===== src/sv/dmfa_pkg.sv =====
// ----------------------------------------------------------------------------
// dmfa_pkg
// Shared types and constants for the eight-line lfu cache lookup block.
// ----------------------------------------------------------------------------
package dmfa_pkg;

	localparam int WORD_BITS    = 32;
	localparam int BLOCK_WORDS  = 4;
	localparam int ADDRESS_BITS = 8;
	localparam int NUM_LINES    = 8;
	localparam int LINE_BITS    = $clog2(NUM_LINES);
	localparam int OFFS_BITS    = $clog2(BLOCK_WORDS);
	localparam int TAG_BITS     = 6;
	localparam int CNT_BITS     = 16;

	// address fields: direct mapped tag and line, fully associative tag low bit
	localparam int DM_TAG_HI  = 7;
	localparam int DM_TAG_LO  = 5;
	localparam int DM_LINE_HI = 4;
	localparam int DM_LINE_LO = 2;
	localparam int FA_TAG_LO  = 2;

	// queue depth on both sides
	localparam int Q_DEPTH    = 2;
	localparam int Q_PTR_BITS = $clog2(Q_DEPTH);
	localparam int Q_CNT_BITS = $clog2(Q_DEPTH + 1);

	localparam logic MODE_DM = 1'b0;
	localparam logic MODE_FA = 1'b1;

	typedef logic [BLOCK_WORDS-1:0][WORD_BITS-1:0] blk_t;

	typedef struct packed {
		logic [ADDRESS_BITS-1:0] address;
		logic [WORD_BITS-1:0]    refill_word_0;
		logic [WORD_BITS-1:0]    refill_word_1;
		logic [WORD_BITS-1:0]    refill_word_2;
		logic [WORD_BITS-1:0]    refill_word_3;
	} in_word_t;

	typedef struct packed {
		logic [WORD_BITS-1:0] read_data;
		logic                 was_hit;
		logic                 was_replaced;
		logic [LINE_BITS-1:0] line_used;
	} out_word_t;

	// decoded request as the back end sees it
	typedef struct packed {
		logic                 mode;
		logic [TAG_BITS-1:0]  tag;
		logic [LINE_BITS-1:0] dm_line;
		logic [OFFS_BITS-1:0] offset;
		blk_t                 refill;
	} req_t;

	typedef struct packed {
		logic valid;
		req_t req;
	} fq_t;

	typedef enum logic {
		ST_LOOK,
		ST_UPD
	} bk_state_t;

endpackage


===== src/sv/dm_fa_lfu_cache_lookup.sv =====
// path: a read reaches the result ports through the input queue, the lookup registers and the result queue
// sequencing: the lookup/update sequencer takes no new read while the result queue is full or
//   before the previous update is done, since a lookup needs the tags and hit counts it leaves
// reset: clears the mode (direct mapped), valid bits, hit counts and both queues;
//   tags and line data are not reset and are read only from valid lines
// ----------------------------------------------------------------------------
// dm_fa_lfu_cache_lookup
// Eight-line cache lookup, direct mapped or fully associative with lfu fill.
// ----------------------------------------------------------------------------
module dm_fa_lfu_cache_lookup (
	input  logic                clk,
	input  logic                arst_n,
	input  logic                cfg_we,
	input  logic                cfg_wdata,
	input  logic                push,
	output logic                full,
	input  dmfa_pkg::in_word_t  in_word,
	output logic                empty,
	input  logic                pop,
	output dmfa_pkg::out_word_t out_word
);
	import dmfa_pkg::*;

	fq_t       fq;
	logic      fq_pop;
	logic      oq_full;
	logic      oq_push;
	out_word_t oq_word;

	dmfa_front u_front (
		.clk       (clk),
		.arst_n    (arst_n),
		.cfg_we    (cfg_we),
		.cfg_wdata (cfg_wdata),
		.push      (push),
		.full      (full),
		.in_word   (in_word),
		.fq        (fq),
		.fq_pop    (fq_pop)
	);

	dmfa_back u_back (
		.clk     (clk),
		.arst_n  (arst_n),
		.fq      (fq),
		.fq_pop  (fq_pop),
		.oq_full (oq_full),
		.oq_push (oq_push),
		.oq_word (oq_word)
	);

	dmfa_outq u_outq (
		.clk      (clk),
		.arst_n   (arst_n),
		.oq_push  (oq_push),
		.oq_word  (oq_word),
		.oq_full  (oq_full),
		.pop      (pop),
		.empty    (empty),
		.out_word (out_word)
	);

endmodule


===== src/sv/dmfa_front.sv =====
// ----------------------------------------------------------------------------
// dmfa_front
// Input queue: holds the mode register; decodes the tag per mode, and the line and offset.
// ----------------------------------------------------------------------------
module dmfa_front (
	input  logic               clk,
	input  logic               arst_n,
	input  logic               cfg_we,
	input  logic               cfg_wdata,
	input  logic               push,
	output logic               full,
	input  dmfa_pkg::in_word_t in_word,
	output dmfa_pkg::fq_t      fq,
	input  logic               fq_pop
);
	import dmfa_pkg::*;

	logic                  mode_q;
	req_t                  ent_q [Q_DEPTH];
	logic [Q_PTR_BITS-1:0] wr_ptr_q;
	logic [Q_PTR_BITS-1:0] rd_ptr_q;
	logic [Q_CNT_BITS-1:0] cnt_q;
	req_t                  req_new;
	logic                  do_push;
	logic                  do_pop;

	always_comb begin
		req_new.mode = mode_q;
		if (mode_q == MODE_FA) begin
			req_new.tag = in_word.address[ADDRESS_BITS-1:FA_TAG_LO];
		end else begin
			req_new.tag = TAG_BITS'(in_word.address[DM_TAG_HI:DM_TAG_LO]);
		end
		req_new.dm_line = in_word.address[DM_LINE_HI:DM_LINE_LO];
		req_new.offset  = in_word.address[OFFS_BITS-1:0];
		req_new.refill  = {in_word.refill_word_3, in_word.refill_word_2,
			in_word.refill_word_1, in_word.refill_word_0};
	end

	assign full     = (cnt_q == Q_CNT_BITS'(Q_DEPTH));
	assign do_push  = push && !full;
	assign do_pop   = fq_pop && fq.valid;
	assign fq.valid = (cnt_q != '0);
	assign fq.req   = ent_q[rd_ptr_q];

	always_ff @(posedge clk or negedge arst_n) begin
		if (!arst_n) begin
			mode_q   <= MODE_DM;
			wr_ptr_q <= '0;
			rd_ptr_q <= '0;
			cnt_q    <= '0;
		end else begin
			if (cfg_we) begin
				mode_q <= cfg_wdata;
			end
			if (do_push) begin
				wr_ptr_q <= wr_ptr_q + 1'b1;
			end
			if (do_pop) begin
				rd_ptr_q <= rd_ptr_q + 1'b1;
			end
			if (do_push && !do_pop) begin
				cnt_q <= cnt_q + 1'b1;
			end else if (!do_push && do_pop) begin
				cnt_q <= cnt_q - 1'b1;
			end
		end
	end

	always_ff @(posedge clk) begin
		if (do_push) begin
			ent_q[wr_ptr_q] <= req_new;
		end
	end

endmodule


===== src/sv/dmfa_back.sv =====
// ----------------------------------------------------------------------------
// dmfa_back
// Lookup and update sequencer: tag compare, victim pick, fill and hit counts.
// ----------------------------------------------------------------------------
module dmfa_back (
	input  logic                clk,
	input  logic                arst_n,
	input  dmfa_pkg::fq_t       fq,
	output logic                fq_pop,
	input  logic                oq_full,
	output logic                oq_push,
	output dmfa_pkg::out_word_t oq_word
);
	import dmfa_pkg::*;

	localparam int KEY_BITS = CNT_BITS + 1;

	bk_state_t             state_q;
	bk_state_t             state_nxt;

	logic [NUM_LINES-1:0]  valid_q;
	logic [TAG_BITS-1:0]   tag_q [NUM_LINES];
	logic [CNT_BITS-1:0]   cnt_q [NUM_LINES];
	blk_t                  mem [NUM_LINES];

	req_t                  req_s1;
	logic                  hit_s1;
	logic                  repl_s1;
	logic [LINE_BITS-1:0]  line_s1;
	blk_t                  row_s1;

	logic [NUM_LINES-1:0]  match;
	logic                  fa_hit;
	logic [LINE_BITS-1:0]  hit_ln;
	logic                  have_open;
	logic [LINE_BITS-1:0]  open_ln;
	logic [KEY_BITS-1:0]   key_l0 [NUM_LINES];
	logic [KEY_BITS-1:0]   key_l1 [NUM_LINES/2];
	logic [LINE_BITS-1:0]  idx_l1 [NUM_LINES/2];
	logic [KEY_BITS-1:0]   key_l2 [NUM_LINES/4];
	logic [LINE_BITS-1:0]  idx_l2 [NUM_LINES/4];
	logic [LINE_BITS-1:0]  min_ln;
	logic                  lk_hit;
	logic                  lk_repl;
	logic [LINE_BITS-1:0]  lk_ln;
	logic                  start;

	// tag compare and first-match / first-free priority
	always_comb begin
		for (int i = 0; i < NUM_LINES; i++) begin
			match[i] = valid_q[i] && (tag_q[i] == fq.req.tag);
		end
		fa_hit    = |match;
		have_open = !(&valid_q);
		hit_ln    = '0;
		open_ln   = '0;
		for (int i = NUM_LINES - 1; i >= 0; i--) begin
			if (match[i]) begin
				hit_ln = LINE_BITS'(i);
			end
			if (!valid_q[i]) begin
				open_ln = LINE_BITS'(i);
			end
		end
	end

	// min tree over hit counts, ties go to the lower line
	always_comb begin
		for (int i = 0; i < NUM_LINES; i++) begin
			key_l0[i] = {!valid_q[i], cnt_q[i]};
		end
		for (int j = 0; j < NUM_LINES / 2; j++) begin
			if (key_l0[2*j+1] < key_l0[2*j]) begin
				key_l1[j] = key_l0[2*j+1];
				idx_l1[j] = LINE_BITS'(2*j+1);
			end else begin
				key_l1[j] = key_l0[2*j];
				idx_l1[j] = LINE_BITS'(2*j);
			end
		end
		for (int j = 0; j < NUM_LINES / 4; j++) begin
			if (key_l1[2*j+1] < key_l1[2*j]) begin
				key_l2[j] = key_l1[2*j+1];
				idx_l2[j] = idx_l1[2*j+1];
			end else begin
				key_l2[j] = key_l1[2*j];
				idx_l2[j] = idx_l1[2*j];
			end
		end
		if (key_l2[1] < key_l2[0]) begin
			min_ln = idx_l2[1];
		end else begin
			min_ln = idx_l2[0];
		end
	end

	always_comb begin
		if (fq.req.mode == MODE_FA) begin
			lk_hit  = fa_hit;
			lk_repl = !fa_hit && !have_open;
			if (fa_hit) begin
				lk_ln = hit_ln;
			end else if (have_open) begin
				lk_ln = open_ln;
			end else begin
				lk_ln = min_ln;
			end
		end else begin
			lk_ln   = fq.req.dm_line;
			lk_hit  = match[fq.req.dm_line];
			lk_repl = !lk_hit && valid_q[fq.req.dm_line];
		end
	end

	// next state
	always_comb begin
		case (state_q)
			ST_LOOK: begin
				state_nxt = (fq.valid && !oq_full) ? ST_UPD : ST_LOOK;
			end
			ST_UPD: begin
				state_nxt = ST_LOOK;
			end
			default: begin
				state_nxt = ST_LOOK;
			end
		endcase
	end

	// outputs
	always_comb begin
		start   = 1'b0;
		oq_push = 1'b0;
		case (state_q)
			ST_LOOK: begin
				start = fq.valid && !oq_full;
			end
			ST_UPD: begin
				oq_push = 1'b1;
			end
			default: begin
				start   = 1'b0;
				oq_push = 1'b0;
			end
		endcase
	end

	assign fq_pop = start;

	assign oq_word.read_data    = hit_s1 ? row_s1[req_s1.offset] : req_s1.refill[req_s1.offset];
	assign oq_word.was_hit      = hit_s1;
	assign oq_word.was_replaced = repl_s1;
	assign oq_word.line_used    = line_s1;

	always_ff @(posedge clk or negedge arst_n) begin
		if (!arst_n) begin
			state_q <= ST_LOOK;
			valid_q <= '0;
			for (int i = 0; i < NUM_LINES; i++) begin
				cnt_q[i] <= '0;
			end
		end else begin
			state_q <= state_nxt;
			if (oq_push) begin
				if (!hit_s1) begin
					valid_q[line_s1] <= 1'b1;
					cnt_q[line_s1]   <= CNT_BITS'(1);
				end else if (cnt_q[line_s1] != '1) begin
					cnt_q[line_s1] <= cnt_q[line_s1] + 1'b1;
				end
			end
		end
	end

	// lookup results and line read; update writes the fill
	always_ff @(posedge clk) begin
		if (start) begin
			req_s1  <= fq.req;
			hit_s1  <= lk_hit;
			repl_s1 <= lk_repl;
			line_s1 <= lk_ln;
			row_s1  <= mem[lk_ln];
		end
		if (oq_push && !hit_s1) begin
			mem[line_s1]   <= req_s1.refill;
			tag_q[line_s1] <= req_s1.tag;
		end
	end

endmodule


===== src/sv/dmfa_outq.sv =====
// ----------------------------------------------------------------------------
// dmfa_outq
// Result queue between the update sequencer and the result port.
// ----------------------------------------------------------------------------
module dmfa_outq (
	input  logic                clk,
	input  logic                arst_n,
	input  logic                oq_push,
	input  dmfa_pkg::out_word_t oq_word,
	output logic                oq_full,
	input  logic                pop,
	output logic                empty,
	output dmfa_pkg::out_word_t out_word
);
	import dmfa_pkg::*;

	out_word_t             ent_q [Q_DEPTH];
	logic [Q_PTR_BITS-1:0] wr_ptr_q;
	logic [Q_PTR_BITS-1:0] rd_ptr_q;
	logic [Q_CNT_BITS-1:0] cnt_q;
	logic                  do_push;
	logic                  do_pop;

	assign oq_full  = (cnt_q == Q_CNT_BITS'(Q_DEPTH));
	assign empty    = (cnt_q == '0);
	assign do_push  = oq_push && !oq_full;
	assign do_pop   = pop && !empty;
	assign out_word = ent_q[rd_ptr_q];

	always_ff @(posedge clk or negedge arst_n) begin
		if (!arst_n) begin
			wr_ptr_q <= '0;
			rd_ptr_q <= '0;
			cnt_q    <= '0;
		end else begin
			if (do_push) begin
				wr_ptr_q <= wr_ptr_q + 1'b1;
			end
			if (do_pop) begin
				rd_ptr_q <= rd_ptr_q + 1'b1;
			end
			if (do_push && !do_pop) begin
				cnt_q <= cnt_q + 1'b1;
			end else if (!do_push && do_pop) begin
				cnt_q <= cnt_q - 1'b1;
			end
		end
	end

	always_ff @(posedge clk) begin
		if (do_push) begin
			ent_q[wr_ptr_q] <= oq_word;
		end
	end

endmodule


===== config.mk =====
export PLATFORM = sky130hd
export DESIGN_NAME = dm_fa_lfu_cache_lookup
export DESIGN_NICKNAME = d
export VERILOG_FILES = /design/src/sv/dmfa_pkg.sv /design/src/sv/dm_fa_lfu_cache_lookup.sv /design/src/sv/dmfa_front.sv /design/src/sv/dmfa_back.sv /design/src/sv/dmfa_outq.sv
export SDC_FILE = /design/constraint.sdc
export NUM_CORES = 2
export LEC_CHECK = 0
export BUFFER_PORTS_ARGS = -buffer_cell sky130_fd_sc_hd__buf_2
export CAP_MARGIN = 30
export CORE_MARGIN = 2
export CORE_UTILIZATION = 30
export DETAILED_ROUTE_END_ITERATION = 12
export SKIP_CTS_REPAIR_TIMING = 1
export SKIP_LAST_GASP = 1
export SYNTH_ARGS = -nofsm -noshare
export SYNTH_HDL_FRONTEND = slang
export SYNTH_SLANG_ARGS = --single-unit

===== constraint.sdc =====
create_clock -name clk -period 18.85 [get_ports clk]
set_clock_uncertainty 0.1 [all_clocks]
set_input_delay 0.9425 -clock clk [delete_from_list [all_inputs] [get_ports clk]]
set_output_delay 0.9425 -clock clk [all_outputs]
set_load 0.02 [all_outputs]

Word level (Yosys, flattened, before mapping)
Memory sizes are Yosys's and may differ from the RTL's. A register that Yosys moved wholly into a read port is not among the register bits.
Index checks and enable logic that the tools add are counted.
- word-level logic and storage cells: 187
- register bits after elaboration: 287
- output and inout port bits: 39
- memories kept: 4
- bits in latches: 0
- bits in writable memories: 1426
- input bits: 142
- memory bits (read-only): 0
- reduce and logical (&&, ||, !) cells: 48
- bitwise logic cells: 7
- divide/modulo/power cells: 0
- shift-type cells: 0
- add/subtract/negate cells: 9
- $lt $le $gt $ge: 13
- eq/ne operators: 12
- multiplexer cells: 68
- $mul: 0
- memories (name ; depth ; bits a word ; read ports ; clocked after Yosys merged registers in ; write ports ; RTL line ; text):
    u_back.mem ; 8 ; 128 ; 1 ; 1 ; 1 ; dmfa_back.sv:24 ; blk_t mem [NUM_LINES];
    u_front.ent_q ; 2 ; 140 ; 1 ; 0 ; 1 ; dmfa_front.sv:19 ; req_t ent_q [Q_DEPTH];
    u_outq.ent_q ; 2 ; 37 ; 1 ; 0 ; 1 ; dmfa_outq.sv:17 ; out_word_t ent_q [Q_DEPTH];
    u_back.tag_q ; 8 ; 6 ; 8 ; 0 ; 1 ; dmfa_back.sv:22 ; logic [TAG_BITS-1:0] tag_q [NUM_LINES];
- operator list (operator ; number):
    128-bit two-way mux ; 2
    32-bit binary-select mux with 2-bit select ; 2
    128-bit bitwise mux ; 1
    120-bit bitwise AND ; 1
    120-bit inverter ; 1
    17-bit less-than comparator ; 7
    17-bit two-way mux ; 6
    32-bit two-way mux ; 3
    3-bit two-way mux ; 20
    16-bit binary-select mux with 3-bit select ; 1
    16-bit demux with 3-bit select ; 1
    6-bit equality test ; 8
    16-bit two-way mux ; 3
    1-bit logical AND ; 22
    1-bit logical NOT ; 18
    1-bit two-way mux ; 18
    16-bit by 1-bit adder with 16-bit output, second input constant ; 1
    16-bit != test, second input constant ; 1
    8-bit bitwise OR ; 2
    2-bit two-way mux ; 6
    3-bit by 4-bit less-than comparator with 1-bit output, second input constant ; 2
    8-bit AND reduction ; 1
    8-bit OR reduction ; 1
    1-bit binary-select mux with 3-bit select ; 2
    other kinds (17) ; 27

Longest topological paths before layout
An unclocked memory read counts as a cell.
- depth after elaboration: 13
- gate-level depth with buffers: 38
- mapped depth without buffers: 32

By module
From an unflattened synthesis, not the netlist that was laid out.
- cell total of the unflattened synthesis: 4761
- area, all modules: 75291.0 um^2
- modules (own cells, without submodules) (module ; area an instance (um^2) ; cells each ; instances):
    dmfa_back ; 61580.3 ; 4164 ; 1
    dmfa_front ; 10761.6 ; 463 ; 1
    dmfa_outq ; 2949.1 ; 134 ; 1

Least setup slack after synthesis
No wires, ideal clock.
- path kind: flip-flop to flip-flop
- from: register u_outq.cnt_q[0]
- to: register u_front.cnt_q[1]
- setup slack: 5.449 ns
- setup time: 0.079 ns
- buffers on the path: 0
- clock period less this slack: 13.401 ns
- arrival time: 13.222 ns
- cell stages (with the launch flop): 9
- cell sequence: dfrtp_1 -> nand2b_1 -> o21ai_0 -> nor2_1 -> inv_1 -> ha_1 -> xor2_1 -> nor2_1 -> xor2_1
- word-level cells in the longest chain between the ends: 8
- elaborated cells on any way between the ends: 10
- classes of those cells: eq/ne: 1; mux: 2; reduce/logical: 7
- RTL lines (element ; RTL line ; text):
    start: declaration ; dmfa_outq.sv:20 ; logic [Q_CNT_BITS-1:0] cnt_q;
    start signal: assignment ; dmfa_outq.sv:43 ; cnt_q <= cnt_q + 1'b1;
    start signal: assignment ; dmfa_outq.sv:45 ; cnt_q <= cnt_q - 1'b1;
    2-bit equality test * ; dmfa_outq.sv:24 ; assign oq_full = (cnt_q == Q_CNT_BITS'(Q_DEPTH));
    1-bit logical NOT * ; dmfa_back.sv:136 ; start = fq.valid && !oq_full;
    1-bit logical AND * ; dmfa_back.sv:136 ;
    1-bit two-way mux * ; dmfa_back.sv:134 ; case (state_q)
    net fq_pop ; dm_fa_lfu_cache_lookup.sv:25 ; logic fq_pop;
    1-bit logical AND * ; dmfa_front.sv:42 ; assign do_pop = fq_pop && fq.valid;
    1-bit logical NOT ; dmfa_front.sv:62 ; if (do_push && !do_pop) begin
    1-bit logical AND ; dmfa_front.sv:62 ;
    2-bit two-way mux / 2-bit nonzero test (equally long branches) ; - ;
    end signal: assignment ; dmfa_front.sv:63 ; cnt_q <= cnt_q + 1'b1;
    end signal: assignment ; dmfa_front.sv:65 ; cnt_q <= cnt_q - 1'b1;
    end: declaration ; dmfa_front.sv:22 ; logic [Q_CNT_BITS-1:0] cnt_q;
The timed path passes the listed nets; every way through them passes the cells marked *.
A chain may end at the register's enable or synchronous reset.

Worst setup path in the final report
- from: register u_back.valid_q[5]
- to: register u_back.row_s1[123] (netlist bit) (read register of u_back.mem) (data pin)
- word-level cells in the longest chain between the ends: 10
- elaborated cells on any way between the ends: 27
- classes of those cells: order compare: 3; mux: 20; reduce/logical: 4
- RTL lines (element ; RTL line ; text):
    start: declaration ; dmfa_back.sv:21 ; logic [NUM_LINES-1:0] valid_q;
    start signal: assignment ; dmfa_back.sv:158 ; valid_q <= '0;
    start signal: indexed assignment ; dmfa_back.sv:166 ; valid_q[line_s1] <= 1'b1;
    1-bit logical NOT ; - ;
    17-bit less-than comparator ; dmfa_back.sv:73 ; if (key_l0[2*j+1] < key_l0[2*j]) begin
    17-bit two-way mux ; dmfa_back.sv:73 ;
    17-bit less-than comparator ; dmfa_back.sv:82 ; if (key_l1[2*j+1] < key_l1[2*j]) begin
    17-bit two-way mux ; dmfa_back.sv:82 ;
    17-bit less-than comparator ; dmfa_back.sv:90 ; if (key_l2[1] < key_l2[0]) begin
    3-bit two-way mux ; dmfa_back.sv:90 ;
    3-bit two-way mux ; dmfa_back.sv:103 ; end else if (have_open) begin
    3-bit two-way mux * ; dmfa_back.sv:101 ; if (fa_hit) begin
    3-bit two-way mux * ; dmfa_back.sv:98 ; if (fq.req.mode == MODE_FA) begin
    net u_back.lk_ln[2] ; dmfa_back.sv:45 ; logic [LINE_BITS-1:0] lk_ln;
    end: declaration ; dmfa_back.sv:30 ; blk_t row_s1;
Marks and branches as above.

==> run_results.csv <==
group,metric,value,unit
placement,dp_hpwl,122000,µm
synthesis,syn-instance-count,4490,
timing,final.min_clock_period,10930,ps
synthesis,synth_enable_flop_cells,1695,
grt,grt_max_degree,180,
grt,grt_use_total,0.158,
critical_path,critical-path-max-stage-delay,660,ps
routing,vias_per_cell,5.21,
cells_and_area,areaGrowthSynthToFinish,15.0,%
floorplanning,dieWidth,505,µm
synthesis,synth_seq_area_share,0.726,
synthesis,yosysTopAreaCell,"edfxtp_1",
cells_and_area,layout_cells_sized_above_1,0.208,
grt,grt_antenna_before_repair,22,
critical_path,worst_r2r_path_depth,32,
clock_network,cts_num_sinks,1841,
clock_network,clk-insertion-delay-late,870,ps
timing,finalMaxSlewViolations,0,
synthesis,mean_area_per_synthesized_cell,16.7,µm²
critical_path,startpoint_type,"flop",
synthesis,asyncSetResetFlopFracSynth,0.0793,
placement,port_buf_inserts,180,
timing,setup-violations-final,0,
synthesis,ys_flop_type,"edfxtp_1",
floorplanning,core_area,0.249,mm²
grt,grt_first_pass_wirelength,300000,µm
critical_path,critPathKind,"flop to flop",
routing,post_drt_wl_per_cell,25.3,µm
synthesis,flip_flop_and_latch_count_after_synthesis,1841,
routing,postRouteWirelength,207000,µm
clock_network,cts_tree,"done",
critical_path,required,19240,ps
routing,drt-initial-drc-count,4716,
critical_path,crit_arrival,11320,ps
routing,drt_drc_violations_left,0,
routing,dr.pass1.iters,5,
grt,globalRouteMet1Util,0.212,
min_path,worstHoldPathType,"input pin to async pin",
cells_and_area,instances_no_fill,8193,
timing,grt_setup_unrepaired,"false",
cells_and_area,layout.cells.most_common,"edfxtp_1",
critical_path,cp_max_fo,129,
placement,placed_cells,7840,
floorplanning,placement_rows,183,
floorplanning,die_y,505,µm
cells_and_area,antenna_cells,0,
cells_and_area,num-fill-cells,23422,
clock_network,ctsHtreeMaxLevel,4,
routing,via_count,42692,
cells_and_area,layout_common_cells,"edfxtp_1, mux2_2, a211oi_1",
timing,setup_ws,7920,ps
run,maxCapViolations,0,
critical_path,timing.critical_path.mode_cell,"buf_4",
status,result_of_the_run,"completed",
critical_path,ff2ff_setup_slack,7920,ps
critical_path,r2r-start,"u_back.valid_q[5]$_DFFE_PN0P_",
synthesis,yosys_warnings,0,
synthesis,synth_top_area_frac,0.677,
timing,worst_pin_slew,1220,ps
clock_network,max-clock-path-buffers,3,
clock_network,numCtsBuffers,189,
timing,timing.final.crit_share,0.580,
timing,timing.final.hold_violations,0,
clock_network,worst_setup_hold_path_clk_slew,60,ps
synthesis,synth_cell_type_count,70,
placement,setup_slack_placement,8050,ps
clock_network,ctsRootBufferMaster,"clkbuf_16",
grt,global_route.peak_usage_layer,"met2",
placement,gp_congestion,0.926,
synthesis,netlist_area,0.0752,mm²
timing,fmaxAchievable,91.5,MHz
floorplanning,floorplan.initialDensity,0.302,
grt,groute.layer.met2.usage,0.261,
routing,ant_nets,0,
critical_path,r2r_end,"u_back.row_s1[123]$_DFFE_PP_",
grt,groute.layer.met3.usage,0.0229,
synthesis,syn_nets,4752,
critical_path,category_of_the_worst_setup_path_capture_point,"flop",
grt,grt_pass1_vias,42446,
floorplanning,die_area,0.255,mm²
synthesis,yosys-top-cells-area,"edfxtp_1, mux2_2, dfrtp_1, o221ai_1, a211oi_1",
timing,setup_total_negative_slack,0,ps
grt,grt_overflow_total,0,
floorplanning,io_pins,181,
cells_and_area,nNetsFinal,4963,
timing,relSlewSlack,0.184,
critical_path,crit_path_top_delay_cell,"nand3_1",
cells in the mapped netlist (4+ instances only):
master / n
a211oi_1: 253
nor3_1: 15
o21ai_1: 4
a211o_1: 143
mux2i_4: 6
o22a_1: 4
or2_2: 12
o211ai_1: 18
or3_1: 6
nor2_1: 78
o21a_1: 5
a21o_1: 25
nand2b_1: 126
ha_1: 120
a41oi_1: 4
o22ai_1: 22
a21oi_1: 86
mux4_2: 68
buf_4: 9
and2_1: 11
edfxtp_1: 1695
a31oi_1: 8
clkbuf_1: 138
buf_2: 77
nand2_1: 199
dfrtp_1: 146
o31ai_1: 15
o221ai_1: 241
buf_1: 24
inv_1: 92
nor2b_1: 4
and3_1: 11
a221o_1: 4
or4_1: 7
xor2_1: 29
nand4_1: 26
xnor2_1: 39
mux2_2: 363
o21ai_0: 182
a221oi_1: 5
mux2i_1: 101
nand3_1: 25
worst max path at each step:
| stage | start | endpoint |
|---|---|---|
| 5_1_grt | u_back.valid_q[5]$_DFFE_PN0P_ | u_back.row_s1[123]$_DFFE_PP_ |
| 6_report | u_back.valid_q[5]$_DFFE_PN0P_ | u_back.row_s1[123]$_DFFE_PP_ |
| 2_1_floorplan | u_outq.cnt_q[0]$_DFFE_PN0P_ | u_front.cnt_q[1]$_DFFE_PN0P_ |
| 4_1_cts | u_back.valid_q[5]$_DFFE_PN0P_ | u_back.row_s1[123]$_DFFE_PP_ |
| 3_3_place_gp | u_back.valid_q[6]$_DFFE_PN0P_ | u_back.row_s1[19]$_DFFE_PP_ |
| 3_5_place_dp | u_back.valid_q[5]$_DFFE_PN0P_ | u_back.row_s1[110]$_DFFE_PP_ |
through the flow:
stage / area (µm²) / hold slack [ps] / utilization
after floorplan: 75200 / 321 / -
final: 86500 / 104 / 0.347
after global routing: 86500 / 113 / 0.347
after detailed placement: 80300 / 384 / 0.322
after global placement: 80000 / 381 / 0.322
after CTS: 86500 / 94.1 / 0.347
flip-flops by register name, summed over array words and instances (netlist names), 2 cells and up:
| register | count |
|---|---|
| u_outq.cnt_q | 2 |
| u_front.ent_q | 280 |
| u_front.cnt_q | 2 |
| u_back.line_s1 | 3 |
| u_back.row_s1 | 128 |
| u_back.req_s1 | 136 |
| u_back.tag_q | 48 |
| u_back.mem | 1024 |
| u_back.cnt_q | 128 |
| u_outq.ent_q | 74 |
| u_back.valid_q | 8 |
logic make-up after synthesis:
logic type                 Yosys count  synth area share
xor gates and xnor gates            68           0.00792
AOI/OAI and AO/OA                 1046             0.102
buffers and inverters              345            0.0191
DFF                               1841             0.726
and+or+nand+nor                    532            0.0349
muxes                              538            0.0900
adders and majority gates          120            0.0200
layer usage:
metal / part of all wire / routed length [µm] / vias up
met4: 0.035 / 7220 / 4
li1: - / - / 18546
met3: 0.061 / 12600 / 367
met1: 0.42 / 87400 / 22073
met2: 0.48 / 100000 / 1702
met5: 0.00012 / 25 / -
critical path, delay by kind of cell, from the launching register on:
family / cells / cell delay (ps)
multiplexers: 1 / 320
buffers and inverters: 7 / 2620
adder cells (fa/ha/maj): 3 / 950
AO/OA/AOI/OAI: 12 / 2680
AND/OR/NAND/NOR: 9 / 3330
flip-flops: 1 / 440
final cells by class:
type                            count  area, µm²  area share
Multi-Input combinational cell   2304      19400       0.224
Timing Repair Buffer              269       1800      0.0209
Tap cell                         3330       4170      0.0482
Sequential cell                  1841      54600       0.631
Inverter                           96        360     0.00417
Clock buffer                      240       4980      0.0576
Clock inverter                    113       1240      0.0143
Power is not shown: default switching activity piles up to over one toggle a cycle in this logic, so the estimate is an artifact.
